--- src/rtl/cbdo_pkg.sv ---
// ============================================================================
// cbdo_pkg - shared types and constants for the chamfered bar dim overlay
// Holds the configuration register map, the pixel and result structs and the
// dimming scale table.
// ============================================================================
package cbdo_pkg;

    // Coordinate and arithmetic widths
    localparam int COORD_BITS = 12;
    localparam int VIEW_BITS  = 13;
    localparam int CFG_BITS   = 12;
    localparam int PCT_BITS   = 7;
    localparam int CALC_W     = VIEW_BITS + 3;

    // Percentage scale: byte * pct / 100 == (byte * scale) >> SCALE_SHIFT
    localparam int PCT_FULL     = 100;
    localparam int SCALE_SHIFT  = 16;
    localparam int SCALE_BITS   = SCALE_SHIFT + 1;
    localparam int PCT_ENTRIES  = 1 << PCT_BITS;
    localparam int PROD_BITS    = 8 + SCALE_BITS;

    // Register indexes and reset values
    localparam int CFG_IDX_BITS = 3;
    typedef enum logic [CFG_IDX_BITS-1:0] {
        REG_VIEW_WIDTH  = 3'd0,
        REG_BAR_LEFT    = 3'd1,
        REG_BAR_TOP_ROW = 3'd2,
        REG_BAR_HEIGHT  = 3'd3,
        REG_CORNER_SIZE = 3'd4,
        REG_DIM_PERCENT = 3'd5
    } t_reg_idx;

    localparam logic [VIEW_BITS-1:0] VIEW_WIDTH_RST  = VIEW_BITS'(640);
    localparam logic [CFG_BITS-1:0]  BAR_LEFT_RST    = CFG_BITS'(10);
    localparam logic [CFG_BITS-1:0]  BAR_TOP_ROW_RST = CFG_BITS'(0);
    localparam logic [CFG_BITS-1:0]  BAR_HEIGHT_RST  = CFG_BITS'(60);
    localparam logic [CFG_BITS-1:0]  CORNER_SIZE_RST = CFG_BITS'(5);
    localparam logic [PCT_BITS-1:0]  DIM_PERCENT_RST = PCT_BITS'(60);

    typedef logic [SCALE_BITS-1:0] t_scale;
    typedef t_scale t_scale_lut [PCT_ENTRIES];

    // Build the scale table: ceil(min(p,100) * 2^16 / 100). Rounding up keeps
    // the truncated product exact for every 8-bit byte.
    function automatic t_scale_lut build_scale_lut();
        t_scale_lut lut;
        int         p;
        for (int i = 0; i < PCT_ENTRIES; i++) begin
            p      = (i > PCT_FULL) ? PCT_FULL : i;
            lut[i] = SCALE_BITS'((p * (1 << SCALE_SHIFT) + PCT_FULL - 1) / PCT_FULL);
        end
        return lut;
    endfunction

    localparam t_scale_lut SCALE_LUT = build_scale_lut();

    // Live configuration
    typedef struct packed {
        logic [VIEW_BITS-1:0] view_width;
        logic [CFG_BITS-1:0]  bar_left;
        logic [CFG_BITS-1:0]  bar_top_row;
        logic [CFG_BITS-1:0]  bar_height;
        logic [CFG_BITS-1:0]  corner_size;
        t_scale               scale;
    } t_cfg;

    // One pixel with its position
    typedef struct packed {
        logic [COORD_BITS-1:0] column;
        logic [COORD_BITS-1:0] row;
        logic [7:0]            byte0;
        logic [7:0]            byte1;
        logic [7:0]            byte2;
        logic [7:0]            byte3;
    } t_pix;

    // One result pixel
    typedef struct packed {
        logic [7:0] byte0;
        logic [7:0] byte1;
        logic [7:0] byte2;
        logic [7:0] byte3;
        logic       dimmed;
    } t_res;

endpackage

--- src/rtl/cbdo_core.sv ---
// ============================================================================
// cbdo_core - band test and byte dimming for one pixel
// Decides whether the pixel falls in the chamfered bar and scales the three
// colour bytes by the configured percentage when it does.
// ============================================================================
module cbdo_core (
    input  cbdo_pkg::t_cfg i_cfg,
    input  cbdo_pkg::t_pix i_pix,
    output cbdo_pkg::t_res o_res
);
    import cbdo_pkg::*;

    logic signed [CALC_W-1:0] w_col;
    logic signed [CALC_W-1:0] w_row;
    logic signed [CALC_W-1:0] w_wid;
    logic signed [CALC_W-1:0] w_left;
    logic signed [CALC_W-1:0] w_top;
    logic signed [CALC_W-1:0] w_hgt;
    logic signed [CALC_W-1:0] w_cut;
    logic signed [CALC_W-1:0] w_h;
    logic signed [CALC_W-1:0] w_d;
    logic signed [CALC_W-1:0] w_e;
    logic signed [CALC_W-1:0] w_lo;
    logic signed [CALC_W-1:0] w_hi;
    logic signed [CALC_W-1:0] w_right;
    logic                     w_in_rows;
    logic                     w_in_cols;
    logic                     w_dim;
    logic [PROD_BITS-1:0]     w_prod0;
    logic [PROD_BITS-1:0]     w_prod1;
    logic [PROD_BITS-1:0]     w_prod2;

    // Widen everything to one signed width
    assign w_col  = signed'(CALC_W'(i_pix.column));
    assign w_row  = signed'(CALC_W'(i_pix.row));
    assign w_wid  = signed'(CALC_W'(i_cfg.view_width));
    assign w_left = signed'(CALC_W'(i_cfg.bar_left));
    assign w_top  = signed'(CALC_W'(i_cfg.bar_top_row));
    assign w_hgt  = signed'(CALC_W'(i_cfg.bar_height));
    assign w_cut  = signed'(CALC_W'(i_cfg.corner_size));

    // Row within the band and distance from its bottom edge
    assign w_h       = w_row - w_top;
    assign w_d       = w_hgt - w_h;
    assign w_in_rows = (w_h >= 0) && (w_h < w_hgt);

    // Pick how far the corner cut has receded: top corner, bottom corner, none
    always_comb begin
        if (w_h < w_cut) begin
            w_e = w_h;
        end else if (w_h > w_hgt - w_cut) begin
            w_e = w_d;
        end else begin
            w_e = w_cut;
        end
    end

    // Column limits of this row
    assign w_right   = w_wid - w_left;
    assign w_lo      = w_left + w_cut - w_e;
    assign w_hi      = w_right - w_cut + w_e;
    assign w_in_cols = (w_col < w_wid) && (w_col >= w_left) && (w_col <= w_right)
                    && (w_col >= w_lo) && (w_col <= w_hi);
    assign w_dim     = w_in_rows && w_in_cols;

    // Scale the colour bytes
    assign w_prod0 = PROD_BITS'(i_pix.byte0) * PROD_BITS'(i_cfg.scale);
    assign w_prod1 = PROD_BITS'(i_pix.byte1) * PROD_BITS'(i_cfg.scale);
    assign w_prod2 = PROD_BITS'(i_pix.byte2) * PROD_BITS'(i_cfg.scale);

    always_comb begin
        o_res.byte3  = i_pix.byte3;
        o_res.dimmed = w_dim;
        if (w_dim) begin
            o_res.byte0 = w_prod0[SCALE_SHIFT +: 8];
            o_res.byte1 = w_prod1[SCALE_SHIFT +: 8];
            o_res.byte2 = w_prod2[SCALE_SHIFT +: 8];
        end else begin
            o_res.byte0 = i_pix.byte0;
            o_res.byte1 = i_pix.byte1;
            o_res.byte2 = i_pix.byte2;
        end
    end

endmodule

--- src/rtl/chamfered_bar_dim_overlay.sv ---
// ============================================================================
// chamfered_bar_dim_overlay - dim a horizontal bar with chamfered corners
// Top level: configuration registers, input register, result register.
// ============================================================================
// One pixel item can be accepted and one result item delivered in every
// clock while the output is not stalled. An item is taken into the input
// register when it is accepted and moves on into the result register, from
// which its result is taken (the band test and one 8x17 multiply per colour
// byte sit between the two registers). Back pressure on the output holds
// the result register; while a result waits, the input register still takes
// one item if it is empty, and otherwise advances only when the result
// register frees. Configuration writes are taken in any cycle and must only
// be issued while no item is in flight; the dim percentage is converted to a
// scale factor on write.
module chamfered_bar_dim_overlay (
    input  logic                               i_clk,
    input  logic                               i_rst_n,
    // Pixel input
    input  logic                               i_in_valid,
    output logic                               o_in_ready,
    input  logic [cbdo_pkg::COORD_BITS-1:0]    i_column,
    input  logic [cbdo_pkg::COORD_BITS-1:0]    i_row,
    input  logic [7:0]                         i_byte0_in,
    input  logic [7:0]                         i_byte1_in,
    input  logic [7:0]                         i_byte2_in,
    input  logic [7:0]                         i_byte3_in,
    // Pixel output
    output logic                               o_out_valid,
    input  logic                               i_out_ready,
    output logic [7:0]                         o_byte0_out,
    output logic [7:0]                         o_byte1_out,
    output logic [7:0]                         o_byte2_out,
    output logic [7:0]                         o_byte3_out,
    output logic                               o_dimmed,
    // Configuration writes
    input  logic                               i_cfg_valid,
    output logic                               o_cfg_ready,
    input  logic [cbdo_pkg::CFG_IDX_BITS-1:0]  i_cfg_index,
    input  logic [cbdo_pkg::VIEW_BITS-1:0]     i_cfg_data
);
    import cbdo_pkg::*;

    t_cfg r_cfg;
    t_cfg n_cfg;
    logic r_s1_valid;
    t_pix r_s1_pix;
    logic r_out_valid;
    t_res r_out;
    t_res w_res;
    logic w_out_free;
    logic w_in_take;

    // Configuration port never stalls
    assign o_cfg_ready = 1'b1;

    // Decode register writes
    always_comb begin
        n_cfg = r_cfg;
        if (i_cfg_valid) begin
            unique case (t_reg_idx'(i_cfg_index))
                REG_VIEW_WIDTH:  n_cfg.view_width  = i_cfg_data;
                REG_BAR_LEFT:    n_cfg.bar_left    = i_cfg_data[CFG_BITS-1:0];
                REG_BAR_TOP_ROW: n_cfg.bar_top_row = i_cfg_data[CFG_BITS-1:0];
                REG_BAR_HEIGHT:  n_cfg.bar_height  = i_cfg_data[CFG_BITS-1:0];
                REG_CORNER_SIZE: n_cfg.corner_size = i_cfg_data[CFG_BITS-1:0];
                REG_DIM_PERCENT: n_cfg.scale       = SCALE_LUT[i_cfg_data[PCT_BITS-1:0]];
                default:         n_cfg = r_cfg;
            endcase
        end
    end

    always_ff @(posedge i_clk) begin
        if (!i_rst_n) begin
            r_cfg.view_width  <= VIEW_WIDTH_RST;
            r_cfg.bar_left    <= BAR_LEFT_RST;
            r_cfg.bar_top_row <= BAR_TOP_ROW_RST;
            r_cfg.bar_height  <= BAR_HEIGHT_RST;
            r_cfg.corner_size <= CORNER_SIZE_RST;
            r_cfg.scale       <= SCALE_LUT[DIM_PERCENT_RST];
        end else begin
            r_cfg <= n_cfg;
        end
    end

    // Handshake: result register frees when empty or taken
    assign w_out_free = !r_out_valid || i_out_ready;
    assign o_in_ready = !r_s1_valid || w_out_free;
    assign w_in_take  = i_in_valid && o_in_ready;

    // Input register
    always_ff @(posedge i_clk) begin
        if (!i_rst_n) begin
            r_s1_valid <= 1'b0;
        end else if (o_in_ready) begin
            r_s1_valid <= i_in_valid;
        end
    end

    always_ff @(posedge i_clk) begin
        if (w_in_take) begin
            r_s1_pix.column <= i_column;
            r_s1_pix.row    <= i_row;
            r_s1_pix.byte0  <= i_byte0_in;
            r_s1_pix.byte1  <= i_byte1_in;
            r_s1_pix.byte2  <= i_byte2_in;
            r_s1_pix.byte3  <= i_byte3_in;
        end
    end

    // Band test and dimming
    cbdo_core u_core (
        .i_cfg (r_cfg),
        .i_pix (r_s1_pix),
        .o_res (w_res)
    );

    // Result register
    always_ff @(posedge i_clk) begin
        if (!i_rst_n) begin
            r_out_valid <= 1'b0;
        end else if (w_out_free) begin
            r_out_valid <= r_s1_valid;
        end
    end

    always_ff @(posedge i_clk) begin
        if (w_out_free && r_s1_valid) begin
            r_out <= w_res;
        end
    end

    // Drive outputs
    assign o_out_valid = r_out_valid;
    assign o_byte0_out = r_out.byte0;
    assign o_byte1_out = r_out.byte1;
    assign o_byte2_out = r_out.byte2;
    assign o_byte3_out = r_out.byte3;
    assign o_dimmed    = r_out.dimmed;

endmodule

--- config.mk ---
export PLATFORM = sky130hd
export DESIGN_NAME = chamfered_bar_dim_overlay
export DESIGN_NICKNAME = d
export VERILOG_FILES = /design/src/rtl/cbdo_pkg.sv /design/src/rtl/cbdo_core.sv /design/src/rtl/chamfered_bar_dim_overlay.sv
export SDC_FILE = /design/constraint.sdc
export NUM_CORES = 1
export LEC_CHECK = 0
export ABC_AREA = 1
export BUFFER_PORTS_ARGS = -buffer_cell sky130_fd_sc_hd__clkbuf_2
export CAP_MARGIN = 20
export CORE_ASPECT_RATIO = 1.1
export CORE_MARGIN = 5
export CORE_UTILIZATION = 25
export CTS_BUF_LIST = sky130_fd_sc_hd__clkbuf_4 sky130_fd_sc_hd__clkbuf_8 sky130_fd_sc_hd__clkbuf_16
export DETAILED_ROUTE_END_ITERATION = 10
export PLACE_DENSITY = 0.5
export SYNTH_ARGS = -nofsm -noshare
export SYNTH_HDL_FRONTEND = slang
export SYNTH_SLANG_ARGS = --single-unit
export TNS_END_PERCENT = 10
--- constraint.sdc ---
create_clock -name i_clk -period 6.85 [get_ports i_clk]
set_input_delay 0.685 -clock i_clk [delete_from_list [all_inputs] [get_ports i_clk]]
set_output_delay 0.685 -clock i_clk [all_outputs]
set_load 0.03 [all_outputs]
### Word level (Yosys, flattened, before mapping)

Memory sizes are Yosys's and may differ from the RTL's. A register that Yosys moved wholly into a read port is not among the register bits.
Index checks and enable logic that the tools add are counted.

| storage, ports and cells | value |
|---|---|
| memories | 1 |
| input port bits | 77 |
| output and inout bits | 36 |
| memory bits (read-only) | 2176 |
| flip-flop bits (word level) | 152 |
| logic and storage cells | 68 |

Memories:

| memory | depth | width | read ports | clocked after memory_dff | write ports | line | source |
|---|---|---|---|---|---|---|---|
| (no name shown) | 128 | 17 | 1 | 1 | 0 | chamfered_bar_dim_overlay.sv:66 | `REG_DIM_PERCENT: n_cfg.scale = SCALE_LUT[i_cfg_data[PCT_BITS-1:0]];` |

| cells by class | value |
|---|---|
| $lt $le $gt $ge | 9 |
| multiplexer cells | 3 |
| bitwise operators | 1 |
| reduce and logical (&&, ||, !) cells | 20 |
| multipliers | 3 |
| add/sub/neg operators | 8 |
| equal/unequal tests | 5 |

Operator list:

| kind | number |
|---|---|
| multiplier 8 x 17 -> 24 bit | 3 |
| <= comparator 13 x 16 -> 1 bit | 2 |
| two-way mux 16 bit | 2 |
| < comparator 13 bit | 2 |
| subtractor 12 x 12 -> 13 bit | 2 |
| two-way mux 24 bit | 1 |
| adder 16 bit | 1 |
| greater-or-equal comparator 13 x 16 -> 1 bit | 1 |
| subtractor 16 x 13 -> 16 bit | 1 |
| subtractor 16 bit | 1 |
| subtractor 13 x 12 -> 14 bit | 1 |
| subtractor 13 x 13 -> 14 bit | 1 |
| adder 12 x 12 -> 13 bit | 1 |
| greater-or-equal comparator 13 x 1 -> 1 bit (second input constant) | 1 |
| greater-than comparator 13 bit | 1 |
| < comparator 12 x 13 -> 1 bit | 1 |
| greater-or-equal comparator 12 bit | 1 |
| AND reduction 2 bit | 6 |
| logical AND 1 bit | 8 |
| NOT 7 -> 8 bit | 1 |
| equality test 3 x 2 -> 1 bit (second input constant) | 2 |
| equality test 3 bit (second input constant) | 2 |
| equality test 3 x 1 -> 1 bit (second input constant) | 1 |
| logical NOT 1 bit | 3 |
| 2 further kinds | 3 |

### Depth between registers and ports, before layout

Gate-level depths: netlist (run 1).

| depth | value |
|---|---|
| depth after elaboration | 10 |
| depth in mapped cells | 53 |
| gate-level depth less buffers | 51 |

### Cells and area by module

Synthesis (run 1) repeated with hierarchy kept, for this count alone.

| second synthesis, totals | value |
|---|---|
| cells, all modules | 3473 |
| area, all modules | 25908.6 um2 |

By module, submodules not included:

| module | times used | area an instance (um2) | seq. area each (um2) | cells each |
|---|---|---|---|---|
| cbdo_core | 1 | 18685.4 | 0.0 | 2673 |
| chamfered_bar_dim_overlay | 1 | 7223.2 | 4254.1 | 800 |

### Least setup slack after synthesis (run 1)

No wires, ideal clock.

| timing path | value |
|---|---|
| kind | reg-to-reg |
| start point | register r_cfg[18] (netlist bit) |
| end point | register r_out, in the netlist o_byte0_out[0] (data pin) |
| path buffers | 2 |
| arrival time | 6.792 ns |
| library setup time | 0.253 ns |
| clock period less this slack | 7.045 ns |
| stages on the path, launching flop included | 49 |
| setup slack | -0.195 ns |
| data required time | 6.597 ns |
| path through | dfxtp_1 inv_1 ha_1 nand3b_1 and2_1 o221ai_1 a21oi_1 o21bai_1 nand2_1 a21oi_1 nor2_1 xor2_1 ha_1 nand2_1 inv_1 nand2_1 nor2_1 nand2_1 (+13 left out) fa_1 o31ai_1 a21o_1 a21oi_1 o21ai_0 nand2_1 nand2_1 a21oi_1 xor2_1 ha_1 nand4_1 o21ai_0 nand2_1 nor3_1 nand3_1 clkbuf_1 nand4_1 nand2_1 |

RTL lines:

| what | line | source |
|---|---|---|
| start, declared | chamfered_bar_dim_overlay.sv:43 | `t_cfg r_cfg;` |
| start signal, assigned | chamfered_bar_dim_overlay.sv:81 | `r_cfg <= n_cfg;` |
| end signal, assigned | chamfered_bar_dim_overlay.sv:128 | `r_out <= w_res;` |
| end, declared | chamfered_bar_dim_overlay.sv:48 | `t_res r_out;` |

==> results of run 1 <==
[layout by cell type (no fill, tap or decap), types with 7 or more instances in the layout]
| master | count |
|---|---|
| xor2_1 | 82 |
| nand2_2 | 17 |
| dfxtp_1 | 79 |
| edfxtp_1 | 89 |
| a21oi_1 | 270 |
| clkbuf_2 | 111 |
| ha_1 | 302 |
| o21ai_0 | 161 |
| a31oi_1 | 12 |
| nand3_1 | 79 |
| o221ai_1 | 11 |
| clkbuf_16 | 18 |
| nor3_1 | 28 |
| o21ai_1 | 7 |
| xnor2_1 | 21 |
| a211oi_1 | 8 |
| fa_1 | 279 |
| nor2_1 | 128 |
| nand4_1 | 46 |
| a21oi_2 | 10 |
| ha_4 | 8 |
| inv_1 | 685 |
| buf_4 | 226 |
| o21bai_1 | 14 |
| nand2_1 | 783 |
| inv_6 | 7 |
| o211ai_1 | 29 |
| a21o_1 | 7 |
[final timing paths]
kind | startpoint | endpoint | slack [ns] | cells past startpoint
worst min register to register | r_s1_pix[6]$_DFFE_PP_ | o_byte3_out[6]$_DFFE_PP_ | 0.42 | 0
worst min-delay path | i_byte2_in[6] | r_s1_pix[14]$_DFFE_PP_ | 0.32 | 1
worst max register to register | r_s1_pix[34]$_DFFE_PP_ | o_byte2_out[4]$_DFFE_PP_ | -0.19 | 49
worst max-delay path | r_s1_pix[34]$_DFFE_PP_ | o_byte2_out[4]$_DFFE_PP_ | -0.19 | 49
[layout make-up]
class	count	area, um^2	area share [%]
Inverter	695	2610	8.64
Tap cell	1375	1720	5.69
Clock inverter	15	164	0.542
Multi-Input combinational cell	2394	18600	61.5
Antenna cell	2	5.00	0.0166
Sequential cell	168	4250	14.1
Timing Repair Buffer	350	2460	8.14
Clock buffer	17	425	1.41
[synthesized netlist by cell type, types with 2 or more instances]
| master | count |
|---|---|
| nand2_1 | 797 |
| inv_1 | 689 |
| ha_1 | 310 |
| fa_1 | 282 |
| a21oi_1 | 281 |
| o21ai_0 | 169 |
| nor2_1 | 131 |
| clkbuf_1 | 127 |
| edfxtp_1 | 89 |
| xor2_1 | 83 |
| nand3_1 | 80 |
| dfxtp_1 | 79 |
| nand4_1 | 46 |
| nor3_1 | 31 |
| o211ai_1 | 29 |
| xnor2_1 | 21 |
| o21bai_1 | 15 |
| a31oi_1 | 14 |
| o221ai_1 | 12 |
| buf_1 | 10 |
| a211oi_1 | 9 |
| o31ai_1 | 8 |
| a21o_1 | 7 |
| nor4_1 | 7 |
| buf_2 | 6 |
| nand2_2 | 6 |
| o21a_1 | 6 |
| o22ai_1 | 6 |
| clkinv_1 | 5 |
| nand3b_1 | 5 |
| a221oi_1 | 4 |
| a22oi_1 | 4 |
| and2_1 | 3 |
| nor2_2 | 3 |
| o311ai_0 | 3 |
| or2_2 | 3 |
| a2111oi_0 | 2 |
| a211o_1 | 2 |
| buf_4 | 2 |
| buf_6 | 2 |
| o2111ai_1 | 2 |
[report_power, final]
part	leakage [nW]	switching, W	internal [W]
clock network	0.290	0.000546	0.000491
logic	13.6	0.00347	0.00256
registers	1.50	0.0000982	0.00111
[critical path, delay by kind of cell, from the launching register on]
kind	cells	cell delay, ns
fa+ha+maj	5	1.62
flops	1	0.43
compound gates	13	1.76
buf+inv	8	0.82
xor+xnor	2	0.39
simple gates	21	1.77
[routing by layer]
metal  track usage (%)  share of wire [%]  vias to the layer above
li1                  -                  -                    11200
met1              20.7                 45                    10900
met2              25.7                 47                      584
met3              2.54                5.2                      125
met4              5.22                3.1                        6
met5                 0              0.046                        -
[sequential cells by signal (all words and copies together), names as in the netlist]
signal       flops
o_byte0_out      8
o_byte1_out      8
o_byte2_out      8
o_byte3_out      8
o_dimmed         1
o_out_valid      1
r_cfg           77
r_s1_pix        56
r_s1_valid       1
[stage by stage]
stage | utilization [%] | worst slack, ns
after global placement | 28.5 | -0.442
after global routing | 29.6 | -0.711
after floorplan | - | 0.0219
after detailed placement | 28.5 | -0.575
after CTS | 29.3 | -0.185
final | 29.6 | -0.189
[cell families after synthesis]
group           Yosys count  synth area share, %
compound gates          580                 12.6
other cells               1               0.0146
buf+inv                 842                 12.4
simple gates           1117                 17.8
flops                   168                 16.6
fa+ha+maj               592                 37.1
xor+xnor                104                 3.55
[timing repair]
item                                    4_1_cts  5_1_grt
buffers inserted                              6        9
cloned                                        0        1
hold buffers                                  0        0
pin swaps                                    12       25
endpoints found under the setup margin       25       25
resized for setup                            40       39
==> out/metrics.csv, run 1 <==
metric,value,unit
register bit total from synthesis,168,
Synth Cell Area,25700,um^2
pin count of the biggest net entering global routing,71,
vias in the first global route,23300,
CP max stage cell,fa_1,
Synth async-reset ratio,0,%
clock tree sinks,168,
Num CTS Buffers,17,
IO Count,113,
Yosys top cell by area,fa_1,
RSZ-0062 raised after global routing,true,
worst path arrival time,7.31,ns
hold slack,0.323,ns
Die Wd,316,um
H-tree Lvls,4,
period utilization,103,%
Layout Cells excl Fill,5016,
fraction of layout instances using a drive strength above 1,12.6,%
crit path launch type,flop,
Synth top area share,22.0,%
Post-synth EDFFs,89,
static leakage,15.4,nW
share of the yosys chip area belonging to registers,16.6,%
initial DRC count,1387,
total number of vias,22900,
status,finished with violations,
Final Hold Fails,0,
crit end category,flop,
TNS Setup,-4.09,ns
Port Buffers,111,
Total Power,0.00827,W
design area,30200,um^2
fmax,0.142,GHz
skew final,0.0264,ns
syn avg cell area,7.55,um^2
syn nets,4073,
DPL Wire Length,67100,um
Final WS setup,-0.189,ns
first-pass GRT wire length,132000,um
DR DRC count,0,
slew margin rel.,32.1,%
final setup violation count,25,
ANT nets after route,0,
TritonCTS clock tree,yes,
Synth area leaders,"fa_1, ha_1, nand2_1, edfxtp_1, inv_1",
Placer Congestion,0.885,
crit path kind,reg -> reg,
CTS root buffer,clkbuf_16,
Worst-path clk slew,0.09,ns
total of max-cap violations,0,
Avg Vias per Cell,4.56,
fillers,11200,
pwr dens,274,nW/um^2
DIE AREA,109000,um^2
nets,4295,
DIE HEIGHT,346,um
post-synth cell types,55,
DR pass1 iterations,6,
critical path's largest stage delay,0.49,ns
VDD IR max,0.217,mV
Initial Util,25.1,%
DP Cell Count,4964,
initial antenna violation count,7,
Max Root-Sink Buffers,2,
Hold Crit Class,in -> reg,
Final Critical Period,7.04,ns
Crit Path Max Fanout,15,
final WL,84900,um
# rows,123,
Required @ worst endpoint,7.12,ns
GRT overflow,0,
Worst Max-Slew Pin Slew,1.02,ns
Gate Count Post-Synth,3404,
cell repeated most along the worst path,nand2_1,
Routed wire per std cell,16.9,um
Slew Limit Fails,0,
Skew-Pair Late Insertion Delay,0.53,ns
Yosys warnings,0,
area delta synth->final,17.7,%
placed inst area,29100,um^2
total track usage,15.5,%
core area,102000,um^2
violated checks,negative setup slack,
Synth Flop Type,edfxtp_1,
(Power assumes the default switching activity.)
==> inputs of run 2 (changes only) <==
PLACE_DENSITY = 0.49   (was 0.5)
clock period = 7.9 ns   (was 6.85 ns; I/O delays follow)
==> run 2 against run 1 <==
Compared with the run above:
- the flow now finishes without violations
- largest power group unchanged
- sequential power fell by 14%
- highest routed layer unchanged
- via count down 2.6%
- final cell count shrank 3.1%
- setup slack improved by 0.86 ns
- largest cell class unchanged
- maximum frequency fell by 2.6%
- critical endpoint is now o_byte2_out[2]$_DFFE_PP_
- first-iteration DRC count decreased by 13%
==> out/metrics.csv, run 2 (synthesis gave the netlist of run 1 again) <==
metric,value,unit,change
final setup violation count,0,,was 25
max reg flops,77,,unchanged
DR pass1 iterations,5,,was 6
total number of vias,22300,,was 22900
CP max stage cell,fa_1,,unchanged
CP Depth,50,,was 49
pin count of the biggest net entering global routing,72,,was 71
"most common cell after layout, fill and taps aside",nand2_1,,unchanged
Skew-Pair Late Insertion Delay,0.52,ns,was 0.53 ns
status,finished clean,,was finished with violations
VDD IR max,0.125,mV,was 0.217 mV
Avg Vias per Cell,4.58,,was 4.56
period utilization,91.4,%,was 103%
initial DRC count,1200,,was 1387
worst r2r dst,o_byte2_out[2]$_DFFE_PP_,,was o_byte2_out[4]$_DFFE_PP_
Top reg by flops,r_cfg,,unchanged
CTS root buffer,clkbuf_16,,unchanged
final WL,82400,um,was 84900 um
Num CTS Buffers,17,,unchanged
Total Power,0.00654,W,was 0.00827 W
skew final,0.0177,ns,was 0.0264 ns
DPL Wire Length,63700,um,was 67100 um
Final Hold Fails,0,,unchanged
TritonCTS clock tree,yes,,unchanged
# rows,123,,unchanged
crit end category,flop,,unchanged
worst reg2reg startpoint,r_cfg[43]$_SDFFE_PN0P_,,was r_s1_pix[34]$_DFFE_PP_
DIE HEIGHT,346,um,unchanged
most frequent cells in the layout,"nand2_1, inv_1, ha_1",,unchanged
Hold Crit Class,reg -> reg,,was in -> reg
Final Util,28.2,%,was 29.6%
GRT overflow,0,,unchanged
Critical Path Source,r_cfg[43]$_SDFFE_PN0P_,,was r_s1_pix[34]$_DFFE_PP_
Worst Max-Slew Pin Slew,1.10,ns,was 1.02 ns
reg2reg path depth,50,,was 49
nets,4139,,was 4295
Die Wd,316,um,unchanged
Initial Util,25.1,%,unchanged
static leakage,14.6,nW,was 15.4 nW
multi-input logic area,18400,um^2,was 18600 um^2
crit path kind,reg -> reg,,unchanged
H-tree Lvls,4,,unchanged
total track usage,15.1,%,was 15.5%
cell repeated most along the worst path,nand2_1,,unchanged
storage element area,4250,um^2,unchanged
critical path's largest stage delay,0.55,ns,was 0.49 ns
fillers,11300,,was 11200
slew margin rel.,26.4,%,was 32.1%
worst reg-to-reg setup slack,0.68,ns,was -0.19 ns
Crit Path Max Fanout,11,,was 15
Slew Limit Fails,0,,unchanged
clock tree sinks,168,,unchanged
top flop regs,"r_cfg: 77 flops, r_s1_pix: 56 flops",,unchanged
Port Buffers,111,,unchanged
hold slack,0.422,ns,was 0.323 ns
Final Critical Period,7.22,ns,was 7.04 ns
TNS Setup,0,ns,was -4.09 ns
crit-path leading delay family,compound AO/OA/AOI/OAI gates,,was simple AND/OR/NAND/NOR gates
DR DRC count,0,,unchanged
crit path launch type,flop,,unchanged
initial antenna violation count,7,,unchanged
Worst-path clk slew,0.07,ns,was 0.09 ns
DIE AREA,109000,um^2,unchanged
worst path arrival time,7.49,ns,was 7.31 ns
fmax,0.138,GHz,was 0.142 GHz
IO Count,113,,unchanged
fraction of layout instances using a drive strength above 1,7.52,%,was 12.6%
area delta synth->final,12.0,%,was 17.7%
Routed wire per std cell,17.0,um,was 16.9 um
total of max-cap violations,0,,unchanged
vias in the first global route,22900,,was 23300
pwr dens,227,nW/um^2,was 274 nW/um^2
Crit path buffers/inverters,6,,was 8
ANT nets after route,0,,unchanged
Placer Congestion,0.863,,was 0.885
CP Capture Point,o_byte2_out[2]$_DFFE_PP_,,was o_byte2_out[4]$_DFFE_PP_
Max Root-Sink Buffers,2,,unchanged
first-pass GRT wire length,129000,um,was 132000 um
Required @ worst endpoint,8.16,ns,was 7.12 ns
core area,102000,um^2,unchanged
==> run 2: how the worst min path moves through the flow <==
stage / from / depth (start not counted) / endpoint
after CTS: i_byte1_in[4] / 1 / r_s1_pix[20]$_DFFE_PP_
final: r_s1_pix[4]$_DFFE_PP_ / 0 / o_byte3_out[4]$_DFFE_PP_
after detailed placement: r_s1_pix[4]$_DFFE_PP_ / 0 / o_byte3_out[4]$_DFFE_PP_
after floorplan: r_s1_pix[0]$_DFFE_PP_ / 0 / o_byte3_out[0]$_DFFE_PP_
after global placement: r_s1_pix[5]$_DFFE_PP_ / 0 / o_byte3_out[5]$_DFFE_PP_
after global routing: i_byte1_in[0] / 1 / r_s1_pix[16]$_DFFE_PP_
==> run 2: final cells by class <==
cell class,count,area share (%)
diodes,1,0.00870
clock buffers,17,1.48
clock inverters,15,0.530
flip-flops and latches,168,14.8
multi-input cells,2397,64.0
repair buffers,191,4.19
well taps,1375,5.98
inverters,695,9.07
==> run 2: layer usage <==
layer / vias to the layer above / track usage (%) / wire, um
li1: 10900 / - / -
met1: 10900 / 19.8 / 37700
met2: 405 / 25.9 / 39600
met3: 78 / 2.27 / 3370
met4: 8 / 3.91 / 1670
met5: - / 0 / 51
==> run 2: metrics by stage <==
stage	area, um^2	instances	setup slack, ns
after floorplan	25700	3404	0.855
after global placement	27900	4816	0.239
after detailed placement	27900	4816	0.134
after CTS	28500	4848	0.0977
after global routing	28800	4858	-0.0172
final	28800	4859	0.676
==> run 2: repair_timing <==
item / CTS / global route
setup endpoints to repair: 0 / 25
hold endpoints to repair: 0 / 0
buffers inserted: 0 / 5
hold buffers: 0 / 0
resized for setup: 0 / 29
==> run 2: power by group <==
| part | switching (W) | internal [W] |
|---|---|---|
| Clock | 0.000442 | 0.000446 |
| Combinational | 0.00283 | 0.00179 |
| Sequential | 0.0000765 | 0.000964 |
